**src/rtl/core/jtsp_pkg.sv**
```systemverilog
// Package for the JPEG table segment parser: payload structs, event codes,
// parser phase codes and fixed limits. No dependencies.
`timescale 1ns / 1ps
`default_nettype none
package jtsp_pkg;

   localparam int MAX_SYMBOLS_DEFAULT = 256;
   localparam int COEFF_LAST          = 63;
   localparam int COUNT_LAST          = 16;
   localparam int LEN_OVERHEAD        = 2;
   localparam int ID_MAX              = 3;

   localparam int PHASE_W = 3;

   localparam logic [PHASE_W-1:0] PH_IDLE   = 3'd0;
   localparam logic [PHASE_W-1:0] PH_LEN_LO = 3'd1;
   localparam logic [PHASE_W-1:0] PH_HDR    = 3'd2;
   localparam logic [PHASE_W-1:0] PH_Q_HI   = 3'd3;
   localparam logic [PHASE_W-1:0] PH_Q_LO   = 3'd4;
   localparam logic [PHASE_W-1:0] PH_COUNTS = 3'd5;
   localparam logic [PHASE_W-1:0] PH_SYMS   = 3'd6;
   localparam logic [PHASE_W-1:0] PH_SKIP   = 3'd7;

   localparam logic [1:0] EV_COEFF = 2'd0;
   localparam logic [1:0] EV_COUNT = 2'd1;
   localparam logic [1:0] EV_SYM   = 2'd2;
   localparam logic [1:0] EV_ERROR = 2'd3;

   typedef struct packed {
      logic       mode;
      logic [7:0] data_byte;
      logic       segment_start;
   } req_type;

   typedef struct packed {
      logic [1:0]  event_kind;
      logic        huff_class;
      logic [1:0]  dest_id;
      logic [7:0]  entry_index;
      logic [15:0] value;
      logic        last;
   } rsp_type;

endpackage
`default_nettype wire

```
**src/rtl/core/jpeg_table_segment_parser.sv**
```systemverilog
// JPEG DQT/DHT table segment parser, top level.
// Depends on jtsp_pkg, jtsp_in_reg, jtsp_parser and jtsp_out_reg.
//
// Usage:
//   req channel: one segment byte per transfer, starting with the high length
//     byte flagged by segment_start; mode selects DQT (0) or DHT (1) and is
//     sampled on each table header byte.
//   rsp channel: table writes (coefficient, cumulative count, symbol) tagged
//     with class and id, or an error; last marks the write that ends the
//     segment. Bytes that cause no write give no transfer.
//   Path: a transferred byte waits in the input register, is decoded there
//     and its write goes into the result register (rsp_valid high after that).
//   Throughput: one byte per cycle while results are accepted; the per-byte
//     decode is combinational, between the input and the result register.
//   Reset: synchronous; both registers empty and the parser idle, waiting
//     for a segment start.
//   Stall: while a result waits unaccepted, the parser holds; the next byte
//     waits in the input register and req_ready drops while it is blocked.
`timescale 1ns / 1ps
`default_nettype none
module jpeg_table_segment_parser #(
   parameter int MAX_SYMBOLS = jtsp_pkg::MAX_SYMBOLS_DEFAULT
) (
   input  wire               clock,
   input  wire               reset,
   input  wire               req_valid,
   output logic              req_ready,
   input  wire jtsp_pkg::req_type req_data,
   output logic              rsp_valid,
   input  wire               rsp_ready,
   output jtsp_pkg::rsp_type rsp_data
);

   logic              item_valid, advance, can_take, res_valid;
   jtsp_pkg::req_type item;
   jtsp_pkg::rsp_type res;

   assign advance = item_valid && can_take;

   jtsp_in_reg u_in_reg (
      .clock      (clock),
      .reset      (reset),
      .req_valid  (req_valid),
      .req_ready  (req_ready),
      .req_data   (req_data),
      .pop        (advance),
      .item_valid (item_valid),
      .item       (item)
   );

   jtsp_parser #(
      .MAX_SYMBOLS (MAX_SYMBOLS)
   ) u_parser (
      .clock     (clock),
      .reset     (reset),
      .advance   (advance),
      .item      (item),
      .res_valid (res_valid),
      .res       (res)
   );

   jtsp_out_reg u_out_reg (
      .clock     (clock),
      .reset     (reset),
      .push      (res_valid),
      .push_data (res),
      .can_take  (can_take),
      .rsp_valid (rsp_valid),
      .rsp_ready (rsp_ready),
      .rsp_data  (rsp_data)
   );

endmodule
`default_nettype wire

```
**src/rtl/core/jtsp_in_reg.sv**
```systemverilog
// Input register of the table segment parser: holds one accepted byte.
// Depends on jtsp_pkg.
`timescale 1ns / 1ps
`default_nettype none
module jtsp_in_reg (
   input  wire              clock,
   input  wire              reset,
   input  wire              req_valid,
   output logic             req_ready,
   input  wire jtsp_pkg::req_type req_data,
   input  wire              pop,
   output logic             item_valid,
   output jtsp_pkg::req_type item
);

   logic              valid_ff, valid_in;
   jtsp_pkg::req_type data_ff;

   assign req_ready  = !valid_ff || pop;
   assign item_valid = valid_ff;
   assign item       = data_ff;

   always_comb begin
      valid_in = valid_ff;
      if (req_valid && req_ready) begin
         valid_in = 1'b1;
      end else if (pop) begin
         valid_in = 1'b0;
      end
   end

   always_ff @(posedge clock) begin
      if (reset) begin
         valid_ff <= 1'b0;
      end else begin
         valid_ff <= valid_in;
      end
   end

   always_ff @(posedge clock) begin
      if (req_valid && req_ready) begin
         data_ff <= req_data;
      end
   end

endmodule
`default_nettype wire

```
**src/rtl/core/jtsp_parser.sv**
```systemverilog
// Segment parser state and per-byte decode for DQT/DHT bodies.
// Depends on jtsp_pkg.
`timescale 1ns / 1ps
`default_nettype none
module jtsp_parser #(
   parameter int MAX_SYMBOLS = jtsp_pkg::MAX_SYMBOLS_DEFAULT
) (
   input  wire               clock,
   input  wire               reset,
   input  wire               advance,
   input  wire jtsp_pkg::req_type item,
   output logic              res_valid,
   output jtsp_pkg::rsp_type res
);

   localparam int TOTAL_W = $clog2(MAX_SYMBOLS + 1);
   localparam int SUM_W   = ((TOTAL_W > 8) ? TOTAL_W : 8) + 1;

   logic [jtsp_pkg::PHASE_W-1:0] phase_ff, phase_in;
   logic [15:0]        bytes_left_ff, bytes_left_in;
   logic [7:0]         length_high_ff, length_high_in;
   logic               wide_ff, wide_in;
   logic               class_ff, class_in;
   logic [1:0]         id_ff, id_in;
   logic [7:0]         pos_ff, pos_in;
   logic [TOTAL_W-1:0] total_ff, total_in;
   logic [7:0]         coeff_high_ff, coeff_high_in;

   logic [15:0]      len, bl_dec;
   logic [3:0]       hi, lo;
   logic [SUM_W-1:0] sum;
   logic             exhausted, fail, done, emit;
   logic [1:0]       kind;
   logic [15:0]      val;

   always_comb begin
      phase_in       = phase_ff;
      bytes_left_in  = bytes_left_ff;
      length_high_in = length_high_ff;
      wide_in        = wide_ff;
      class_in       = class_ff;
      id_in          = id_ff;
      pos_in         = pos_ff;
      total_in       = total_ff;
      coeff_high_in  = coeff_high_ff;
      len       = {length_high_ff, item.data_byte};
      bl_dec    = bytes_left_ff - 16'd1;
      exhausted = (bl_dec == 16'd0);
      hi        = item.data_byte[7:4];
      lo        = item.data_byte[3:0];
      sum       = SUM_W'(total_ff) + SUM_W'(item.data_byte);
      fail      = 1'b0;
      done      = 1'b0;
      emit      = 1'b0;
      kind      = jtsp_pkg::EV_COEFF;
      val       = 16'd0;
      if (item.segment_start) begin
         length_high_in = item.data_byte;
         phase_in       = jtsp_pkg::PH_LEN_LO;
      end else if (phase_ff == jtsp_pkg::PH_LEN_LO) begin
         bytes_left_in = (len > 16'(jtsp_pkg::LEN_OVERHEAD)) ?
                         len - 16'(jtsp_pkg::LEN_OVERHEAD) : 16'd0;
         phase_in      = (bytes_left_in != 16'd0) ? jtsp_pkg::PH_HDR : jtsp_pkg::PH_IDLE;
      end else if (phase_ff >= jtsp_pkg::PH_HDR && phase_ff <= jtsp_pkg::PH_SYMS &&
                   bytes_left_ff != 16'd0) begin
         bytes_left_in = bl_dec;
         unique case (phase_ff)
            jtsp_pkg::PH_HDR: begin
               if (lo > 4'(jtsp_pkg::ID_MAX)) begin
                  fail = 1'b1;
               end else begin
                  id_in = lo[1:0];
                  if (!item.mode) begin
                     if (hi > 4'd1) begin
                        fail = 1'b1;
                     end else begin
                        wide_in  = hi[0];
                        class_in = 1'b0;
                        pos_in   = 8'd0;
                        phase_in = hi[0] ? jtsp_pkg::PH_Q_HI : jtsp_pkg::PH_Q_LO;
                     end
                  end else begin
                     class_in = (hi != 4'd0);
                     pos_in   = 8'd1;
                     total_in = '0;
                     phase_in = jtsp_pkg::PH_COUNTS;
                  end
                  if (exhausted) begin
                     fail = 1'b1;
                  end
               end
            end
            jtsp_pkg::PH_Q_HI: begin
               coeff_high_in = item.data_byte;
               phase_in      = jtsp_pkg::PH_Q_LO;
               fail          = exhausted;
            end
            jtsp_pkg::PH_Q_LO: begin
               emit = 1'b1;
               kind = jtsp_pkg::EV_COEFF;
               val  = wide_ff ? {coeff_high_ff, item.data_byte} : {8'd0, item.data_byte};
               if (pos_ff >= 8'(jtsp_pkg::COEFF_LAST)) begin
                  done = 1'b1;
               end else begin
                  pos_in   = pos_ff + 8'd1;
                  phase_in = wide_ff ? jtsp_pkg::PH_Q_HI : jtsp_pkg::PH_Q_LO;
               end
            end
            jtsp_pkg::PH_COUNTS: begin
               if (sum > SUM_W'(MAX_SYMBOLS)) begin
                  fail = 1'b1;
               end else begin
                  emit     = 1'b1;
                  kind     = jtsp_pkg::EV_COUNT;
                  val      = 16'(sum);
                  total_in = sum[TOTAL_W-1:0];
                  if (pos_ff >= 8'(jtsp_pkg::COUNT_LAST)) begin
                     if (sum == '0) begin
                        done = 1'b1;
                     end else begin
                        pos_in   = 8'd0;
                        phase_in = jtsp_pkg::PH_SYMS;
                     end
                  end else begin
                     pos_in = pos_ff + 8'd1;
                  end
               end
            end
            jtsp_pkg::PH_SYMS: begin
               emit   = 1'b1;
               kind   = jtsp_pkg::EV_SYM;
               val    = {8'd0, item.data_byte};
               done   = (SUM_W'(pos_ff) + SUM_W'(1)) >= SUM_W'(total_ff);
               pos_in = pos_ff + 8'd1;
            end
            default: begin
               fail = 1'b0;
            end
         endcase
         if (!fail && emit && !done && exhausted) begin
            fail = 1'b1;
         end
         if (!fail && done) begin
            phase_in = exhausted ? jtsp_pkg::PH_IDLE : jtsp_pkg::PH_HDR;
         end
         if (fail) begin
            phase_in = jtsp_pkg::PH_SKIP;
         end
      end
   end

   always_comb begin
      res_valid = advance && (emit || fail);
      if (fail) begin
         res = '{event_kind: jtsp_pkg::EV_ERROR, huff_class: 1'b0, dest_id: 2'd0,
                 entry_index: 8'd0, value: {8'd0, item.data_byte}, last: 1'b0};
      end else begin
         res = '{event_kind: kind, huff_class: class_ff, dest_id: id_ff,
                 entry_index: pos_ff, value: val, last: done && exhausted};
      end
   end

   always_ff @(posedge clock) begin
      if (reset) begin
         phase_ff       <= jtsp_pkg::PH_IDLE;
         bytes_left_ff  <= 16'd0;
         length_high_ff <= 8'd0;
         wide_ff        <= 1'b0;
         class_ff       <= 1'b0;
         id_ff          <= 2'd0;
         pos_ff         <= 8'd0;
         total_ff       <= '0;
         coeff_high_ff  <= 8'd0;
      end else if (advance) begin
         phase_ff       <= phase_in;
         bytes_left_ff  <= bytes_left_in;
         length_high_ff <= length_high_in;
         wide_ff        <= wide_in;
         class_ff       <= class_in;
         id_ff          <= id_in;
         pos_ff         <= pos_in;
         total_ff       <= total_in;
         coeff_high_ff  <= coeff_high_in;
      end
   end

`ifndef SYNTHESIS
   a_reset_idle: assert property (@(posedge clock)
      reset |=> phase_ff == jtsp_pkg::PH_IDLE)
      else $error("parser not idle after reset");
   a_start_len: assert property (@(posedge clock) disable iff (reset)
      advance && item.segment_start |=> phase_ff == jtsp_pkg::PH_LEN_LO)
      else $error("segment start did not restart the length field");
   a_error_skip: assert property (@(posedge clock) disable iff (reset)
      res_valid && res.event_kind == jtsp_pkg::EV_ERROR |=> phase_ff == jtsp_pkg::PH_SKIP)
      else $error("error transfer without skip phase");
   a_last_idle: assert property (@(posedge clock) disable iff (reset)
      res_valid && res.last |=> phase_ff == jtsp_pkg::PH_IDLE && bytes_left_ff == 16'd0)
      else $error("last transfer left segment open");
   a_total_range: assert property (@(posedge clock) disable iff (reset)
      phase_ff == jtsp_pkg::PH_SYMS |-> total_ff != '0 && total_ff <= TOTAL_W'(MAX_SYMBOLS))
      else $error("symbol total out of range");
`endif

endmodule
`default_nettype wire

```
**src/rtl/core/jtsp_out_reg.sv**
```systemverilog
// Result register of the table segment parser: holds one table write.
// Depends on jtsp_pkg.
`timescale 1ns / 1ps
`default_nettype none
module jtsp_out_reg (
   input  wire               clock,
   input  wire               reset,
   input  wire               push,
   input  wire jtsp_pkg::rsp_type push_data,
   output logic              can_take,
   output logic              rsp_valid,
   input  wire               rsp_ready,
   output jtsp_pkg::rsp_type rsp_data
);

   logic              valid_ff, valid_in;
   jtsp_pkg::rsp_type data_ff;

   assign can_take  = !valid_ff || rsp_ready;
   assign rsp_valid = valid_ff;
   assign rsp_data  = data_ff;

   always_comb begin
      valid_in = valid_ff;
      if (push) begin
         valid_in = 1'b1;
      end else if (rsp_ready) begin
         valid_in = 1'b0;
      end
   end

   always_ff @(posedge clock) begin
      if (reset) begin
         valid_ff <= 1'b0;
      end else begin
         valid_ff <= valid_in;
      end
   end

   always_ff @(posedge clock) begin
      if (push) begin
         data_ff <= push_data;
      end
   end

endmodule
`default_nettype wire

```
**config.mk**
```make
export PLATFORM = sky130hd
export DESIGN_NAME = jpeg_table_segment_parser
export DESIGN_NICKNAME = d
export VERILOG_FILES = /design/src/rtl/core/jtsp_pkg.sv /design/src/rtl/core/jpeg_table_segment_parser.sv /design/src/rtl/core/jtsp_in_reg.sv /design/src/rtl/core/jtsp_parser.sv /design/src/rtl/core/jtsp_out_reg.sv
export SDC_FILE = /design/constraint.sdc
export NUM_CORES = 1
export LEC_CHECK = 0
export ABC_AREA = 1
export ABC_CLOCK_PERIOD_IN_PS = 5080
export BUFFER_PORTS_ARGS = -buffer_cell sky130_fd_sc_hd__buf_2
export CORE_UTILIZATION = 55
export DETAILED_ROUTE_END_ITERATION = 8
export GPL_TIMING_DRIVEN = 0
export PLACE_DENSITY = 0.74
export SETUP_SLACK_MARGIN = 0.02
export SLEW_MARGIN = 20
export SYNTH_ARGS = -nofsm -noshare
export SYNTH_HDL_FRONTEND = slang
export SYNTH_SLANG_ARGS = --single-unit
```
**constraint.sdc**
```tcl
create_clock -name clock -period 5.08 [get_ports clock]
set_input_delay 0.508 -clock clock [delete_from_list [all_inputs] [get_ports clock]]
set_output_delay 0.508 -clock clock [all_outputs]
set_load 0.03 [all_outputs]
```
==> results_dict.tcl, run 1 <==
set metrics [dict create \
    cts_tree "yes" \
    cp_max_fo 30 \
    seqPwrFrac 0.547 \
    cap_viol_max_count 0 \
    synth-simple-area-share 0.3205 \
    power_density_nw_per_um2 232.9 \
    fin_setup_tns_ns 0 \
    ys_types 46 \
    antenna_cells 0 \
    die_h_um 107.8 \
    syn_nets 899 \
    antenna_found_initial 0 \
    power_switching_w 0.0004720 \
    ff2ff_setup_slack_ns 1.13 \
    fin_cells 1063 \
    critPathArrivalTime_ns 3.96 \
    core_um2 10890 \
    stdcell_area_um2 6734 \
    worstSetupEndpointType "flip-flop" \
    switching_share 0.3009 \
    min_period_ns 3.946 \
    num_io_pins 46 \
    total_power_w 0.001568 \
    timing.fmax_mhz 253.4 \
    synthTopCellsByArea "edfxtp_1 (20%), dfxtp_1 (19%), nand2_1 (13%)" \
    place_inst 1047 \
    cts.htree.levels 3 \
    initial_core_util 0.5657 \
    p_int_w 0.001096 \
    cts_buffers 9 \
    clockBufferDepth 2 \
    yosysSeqAreaShare 0.3835 \
    p_leak_nw 3.115 \
    combPwrFrac 0.152 \
    place_hpwl_um 13130 \
    final_common_cell "nand2_1" \
    clock_latency_ns 0.38 \
    ys_ff_latch 98 \
    synth-compound-area-share 0.1377 \
    clk_pin_slew_ns 0.09 \
    grt_start_max_net_pins 31 \
    crit_required_ns 5.09 \
    synth_top_area_cell "edfxtp_1" \
    worst_slew_margin_rel 0.5496 \
    rows 38 \
    dpl_cell_area_um2 6560 \
    yosys.area.top_type_share 0.1950 \
    synth_warnings 0 \
    gr-total-overflow 0 \
    final_core_util 0.6185 \
    skew_ns 0.01952 \
    grt_pass1_wl_um 26510 \
    r2r_start "u_in_reg.item[2]$_DFFE_PP_" \
    p_clk_frac 0.301 \
    setup_violations 0 \
    die_area_um2 11630 \
    drtIter0Drc 499 \
    startpoint_type "flip-flop" \
    hold-path-endpoint "u_in_reg.item[9]$_DFFE_PP_" \
    dieWidth_um 107.8 \
    drive_above_1_share 0.1268 \
    min_from "req_data[9]" \
    cts_hold_buffers 0 \
    cts_setup_buffers 0 \
    cts.sinks 98 \
    r2r_end "u_out_reg.rsp_data[25]$_SDFFCE_PP0P_" \
    reg2regPathDepth 12 \
    cts_root_buffer "clkbuf_8" \
    synthXorXnorAreaFrac 0.02397 \
    peakVddDrop_mv 0.1587 \
    grt_use_total 0.3002 \
    fin_nets 955 \
    wl_per_cell_um 15.79 \
    io_buffers 45 \
    worst_pin_slew_ns 0.6746 \
    syn2layout_area_growth_pct 9.324 \
    drc 0 \
    syn_avg_cell_area_um2 7.146 \
    worstSetupPathType "reg -> reg" \
    fillers 1075 \
    synth_fa_ha_area_frac 0.04794 \
    status "finished clean" \
    final_cell_mix "nand2_1 (213), inv_1 (108), nor2_1 (97), a21oi_1 (79), dfxtp_1 (58)" \
    viasPerCell 5.592 \
    timing.final.crit_share 0.7768 \
    hold_path_class "in -> reg" \
    firstDrtPassIters 5 \
    grt_pass1_vias 5294 \
    drt-total-wl_um 16780 \
    hold_viol 0 \
    postRouteAntennaNets 0 \
    hold_path_depth 1 \
    cts_resized 0 \
    gp_congestion 0.9467 \
    syn_inst 862 \
    ys.flop_type "dfxtp_1" \
    synth_area_um2 6160 \
    muxShareOfSynthArea 0 \
    synthArstFlopShare 0 \
    synth_top_family_by_area "simple AND/OR/NAND/NOR gates" \
    rsz0062_at_grt "false" \
    vias 5944 \
    drv_slew 0 \
    synth_edf_count 40 \
]
[final cells by class]
class / count / area [um^2] / area share
Clock buffer: 12 / 145.1 / 0.02155
Clock inverter: 4 / 28.78 / 0.004274
Tap cell: 140 / 175.2 / 0.02601
Multi-Input combinational cell: 628 / 3266 / 0.4849
Inverter: 116 / 440.4 / 0.06540
Buffer: 20 / 91.34 / 0.01356
Sequential cell: 98 / 2362 / 0.3508
Timing Repair Buffer: 45 / 225.2 / 0.03344
[sequential cells by signal (all words and copies together) (netlist names)]
name and count:
u_parser.coeff_high_ff 8, u_parser.length_high_ff 8, u_in_reg.item 10, u_parser.total_ff 9
u_parser.phase_ff 3, u_parser.id_ff 2, u_parser.pos_ff 8, u_out_reg.rsp_data 30
u_parser.wide_ff 1, u_in_reg.item_valid 1, u_parser.bytes_left_ff 16, u_parser.class_ff 1
u_out_reg.rsp_valid 1
[power groups by stage]
stage	clock (W)	combinational, W	sequential [W]
2_1_floorplan	0	0.000174	0.000862
3_5_place_dp	0	0.000233	0.000875
5_1_grt	0.000506	0.000266	0.000859
3_3_place_gp	0	0.000231	0.000875
4_1_cts	0.000477	0.000234	0.000857
6_report	0.000472	0.000238	0.000858
[cell usage after synthesis (all sizes together), types with 3 or more instances]
cell / number
nand3b: 3
a21oi: 80
nor3: 14
xnor2: 3
dfxtp: 58
nand3: 58
edfxtp: 40
xor2: 13
nor2: 122
o21ai: 39
ha: 22
buf: 4
nor4: 4
a211oi: 9
clkbuf: 16
a22oi: 3
inv: 114
nand2: 223
nand4: 12
o22ai: 8
[worst max path at each step]
stage	slack (ns)	start	end	cells past startpoint
6_report	1.13	u_in_reg.item[2]$_DFFE_PP_	u_out_reg.rsp_data[25]$_SDFFCE_PP0P_	12
5_1_grt	0.91	u_in_reg.item[2]$_DFFE_PP_	u_out_reg.rsp_data[0]$_SDFFCE_PP0P_	14
4_1_cts	0.87	u_in_reg.item[2]$_DFFE_PP_	u_out_reg.rsp_data[25]$_SDFFCE_PP0P_	13
3_5_place_dp	0.91	u_in_reg.item[2]$_DFFE_PP_	u_out_reg.rsp_data[20]$_SDFFCE_PP0P_	13
3_3_place_gp	0.99	u_in_reg.item[2]$_DFFE_PP_	u_out_reg.rsp_data[25]$_SDFFCE_PP0P_	12
2_1_floorplan	1.84	u_in_reg.item[2]$_DFFE_PP_	u_out_reg.rsp_data[0]$_SDFFCE_PP0P_	13
[through the flow]
step | worst slack [ns] | hold WS, ns
after floorplan | 1.843 | 0.4310
after global placement | 0.9944 | 0.4423
after detailed placement | 0.9072 | 0.4461
after CTS | 0.8746 | 0.2958
after global routing | 0.9120 | 0.2864
final | 1.134 | 0.3058
[routing by layer]
metal  global-route usage  up-vias  share of wire
met3              0.05932       34          0.074
li1                     -     2946              -
met1               0.4326     2714           0.48
met2               0.4501      250           0.43
met4              0.09198        0          0.021
met5                    0        -              0
[cells by family after synthesis]
group / count (synthesis)
XOR/XNOR: 16
AND/OR/NAND/NOR: 439
flip-flops: 98
adder cells (fa/ha/maj): 23
AO/OA/AOI/OAI: 150
buffers and inverters: 136
[worst max-delay path: stages, from the launching register on]
cell and delay [ns]:
edfxtp_1 0.57, clkinv_1 0.37, fa_1 0.62, inv_1 0.05, or2_2 0.26, nor2_1 0.15, nand3_1 0.09, nor2_1 0.12
nand3_2 0.11, nand3_1 0.17, nand2_1 0.16, o21ai_0 0.46, inv_2 0.42
Power figures use the tool's default switching activity.
==> run 2, diff against run 1 <==
--- a/config.mk
+++ b/config.mk
@@ -6,12 +6,12 @@
 export NUM_CORES = 1
 export LEC_CHECK = 0
 export ABC_AREA = 1
-export ABC_CLOCK_PERIOD_IN_PS = 5080
+export ABC_CLOCK_PERIOD_IN_PS = 3350
 export BUFFER_PORTS_ARGS = -buffer_cell sky130_fd_sc_hd__buf_2
 export CORE_UTILIZATION = 55
 export DETAILED_ROUTE_END_ITERATION = 8
 export GPL_TIMING_DRIVEN = 0
-export PLACE_DENSITY = 0.74
+export PLACE_DENSITY = 0.77
 export SETUP_SLACK_MARGIN = 0.02
 export SLEW_MARGIN = 20
 export SYNTH_ARGS = -nofsm -noshare
==> constraint.sdc (replaced) <==
create_clock -name clock -period 3.35 [get_ports clock]
set_input_delay 0.335 -clock clock [delete_from_list [all_inputs] [get_ports clock]]
set_output_delay 0.335 -clock clock [all_outputs]
set_load 0.03 [all_outputs]
==> run 2 against run 1 <==
  * Count of clock-buffer cells in the layout down 3
  * Die area unchanged
  * Wire length up 0.79%
  * Register-to-register slack worse by 1.1 ns
  * Setup slack worse by 1.1 ns
==> results_dict.tcl, run 2 (synthesis results as in run 1) <==
set metrics [dict create \
    status "finished clean" \
    antenna_cells 0 \
    setup_violations 0 \
    fillers 965 \
    hold_viol 0 \
    min_period_ns 3.288 \
    reg2regPathDepth 18 \
    firstDrtPassIters 7 \
    core_um2 10890 \
    drtIter0Drc 676 \
    cap_viol_max_count 0 \
    rsz0062_at_grt "true" \
    grt_start_max_net_pins 19 \
    total_power_w 0.002424 \
    crit_buf_inv 4 \
    hold_path_depth 1 \
    crit_required_ns 3.50 \
    clk_pin_slew_ns 0.11 \
    worstSetupPathType "reg -> reg" \
    critPathArrivalTime_ns 3.44 \
    viasPerCell 5.662 \
    p_leak_nw 3.274 \
    clock_latency_ns 0.39 \
    syn2layout_area_growth_pct 16.03 \
    die_h_um 107.8 \
    vias 6149 \
    final_common_cell "nand2_1" \
    drc 0 \
    worst_pin_slew_ns 0.6947 \
    drt-total-wl_um 16910 \
    rows 38 \
    peakVddDrop_mv 0.2549 \
    grt_pass1_vias 5234 \
    cts_root_buffer "clkbuf_8" \
    postRouteAntennaNets 0 \
    fin_nets 978 \
    power_density_nw_per_um2 339.2 \
    grt_use_total 0.2924 \
    crit_chain "inv_6 -> nor3_4 -> nand3_2 -> nor3_4 -> xor2_2 -> ha_1 -> a21o_1 -> a21oi_2 -> nand4_1 -> a21oi_2 -> nand2_4 -> nor2_4 -> nor2_4 -> inv_4 -> nand2_8 -> inv_8 -> clkbuf_16 -> nor2_2" \
    drv_slew 0 \
    cts.sinks 98 \
    timing.final.crit_share 0.9814 \
    num_io_pins 46 \
    cp_max_fo 8 \
    initial_core_util 0.5657 \
    place_hpwl_um 12430 \
    cts.htree.levels 3 \
    grt_pass1_wl_um 25790 \
    path_depth 18 \
    wl_per_cell_um 15.57 \
    startpoint_type "flip-flop" \
    dieWidth_um 107.8 \
    clockBufferDepth 2 \
    dpl_worst_slack_ns -0.8575 \
    largest_reg_flops 30 \
    antenna_found_initial 0 \
    drive_above_1_share 0.1744 \
    skew_ns 0.01153 \
    cts_buffers 9 \
    timing.fmax_mhz 304.2 \
    cts_tree "yes" \
    worst_slew_margin_rel 0.5344 \
    gr-total-overflow 0 \
    hold_path_class "in -> reg" \
    slowest_stage "dfxtp_4" \
    slowest_delay_ns 0.39 \
    gp_congestion 0.9671 \
    cp_top_family "simple AND/OR/NAND/NOR gates" \
    final_core_util 0.6564 \
    cts_hold_buffers 0 \
    final_cell_mix "nand2_1 (211), inv_1 (106), nor2_1 (96), a21oi_1 (77), dfxtp_1 (54)" \
    setup_ws_ns 0.06217 \
    die_area_um2 11630 \
    io_buffers 45 \
    worstSetupEndpointType "flip-flop" \
]
run 2: cell type report:
class / instances / area, um^2 / area share
buffer: 20 / 108.9 / 0.01523
clock buffer: 9 / 123.9 / 0.01733
clock inverter: 7 / 60.06 / 0.008403
inverter: 116 / 464.2 / 0.06495
multi-input combinational: 628 / 3400 / 0.4757
sequential: 98 / 2370 / 0.3316
tap: 140 / 175.2 / 0.02451
timing repair buffer: 67 / 437.9 / 0.06127
timing repair inverter: 1 / 7.507 / 0.001050
run 2: worst register-to-register path, cell delays in order (launching register included):
cell and delay, ns:
dfxtp_4 0.39, inv_6 0.04, nor3_4 0.21, nand3_2 0.15, nor3_4 0.26, xor2_2 0.22, ha_1 0.27, a21o_1 0.17
a21oi_2 0.11, nand4_1 0.20, a21oi_2 0.25, nand2_4 0.10, nor2_4 0.11, nor2_4 0.07, inv_4 0.11, nand2_8 0.10
inv_8 0.10, clkbuf_16 0.15, nor2_2 0.03
run 2: metrics by stage:
step	cells	hold slack [ns]	cell area, um^2	TNS [ns]
after CTS	1071	0.1051	6849	0
after global placement	1047	0.4444	6560	-31.11
final	1086	0.1205	7147	0
after global routing	1086	0.1066	7147	-0.8462
after floorplan	862	0.4310	6160	0
after detailed placement	1047	0.4499	6560	-33.21
run 2: repair_timing:
| item | 4_1_cts | 5_1_grt |
|---|---|---|
| gates cloned | 1 | 2 |
| pin swaps | 6 | 13 |
| setup buffers | 7 | 13 |
| gates resized for setup | 15 | 33 |
| endpoints found under the setup margin | 71 | 62 |
run 2: layer usage:
layer | GRT usage | vias to the layer above | wire, um | share of wire
li1 | - | 2996 | - | -
met1 | 0.4338 | 2790 | 7692 | 0.45
met2 | 0.4249 | 317 | 7297 | 0.43
met3 | 0.04177 | 46 | 1529 | 0.090
met4 | 0.1115 | 0 | 394 | 0.023
met5 | 0 | - | 0 | 0
run 2: final timing paths:
check,from,endpoint,slack (ns)
setup / recovery,u_parser.pos_ff[0]$_SDFFE_PP0P_,u_out_reg.rsp_data[24]$_SDFFCE_PP0P_,0.06
hold / removal,req_data[5],u_in_reg.item[5]$_DFFE_PP_,0.12
setup reg to reg,u_parser.pos_ff[0]$_SDFFE_PP0P_,u_out_reg.rsp_data[24]$_SDFFCE_PP0P_,0.06
hold reg to reg,u_parser.id_ff[1]$_SDFFE_PP0P_,u_parser.id_ff[1]$_SDFFE_PP0P_,0.48
run 2: power by group:
group	internal (W)	switching, W	total, W
registers	0.00126	0.0000388	0.00130
clock network	0.000284	0.000472	0.000756
logic	0.000119	0.000253	0.000372
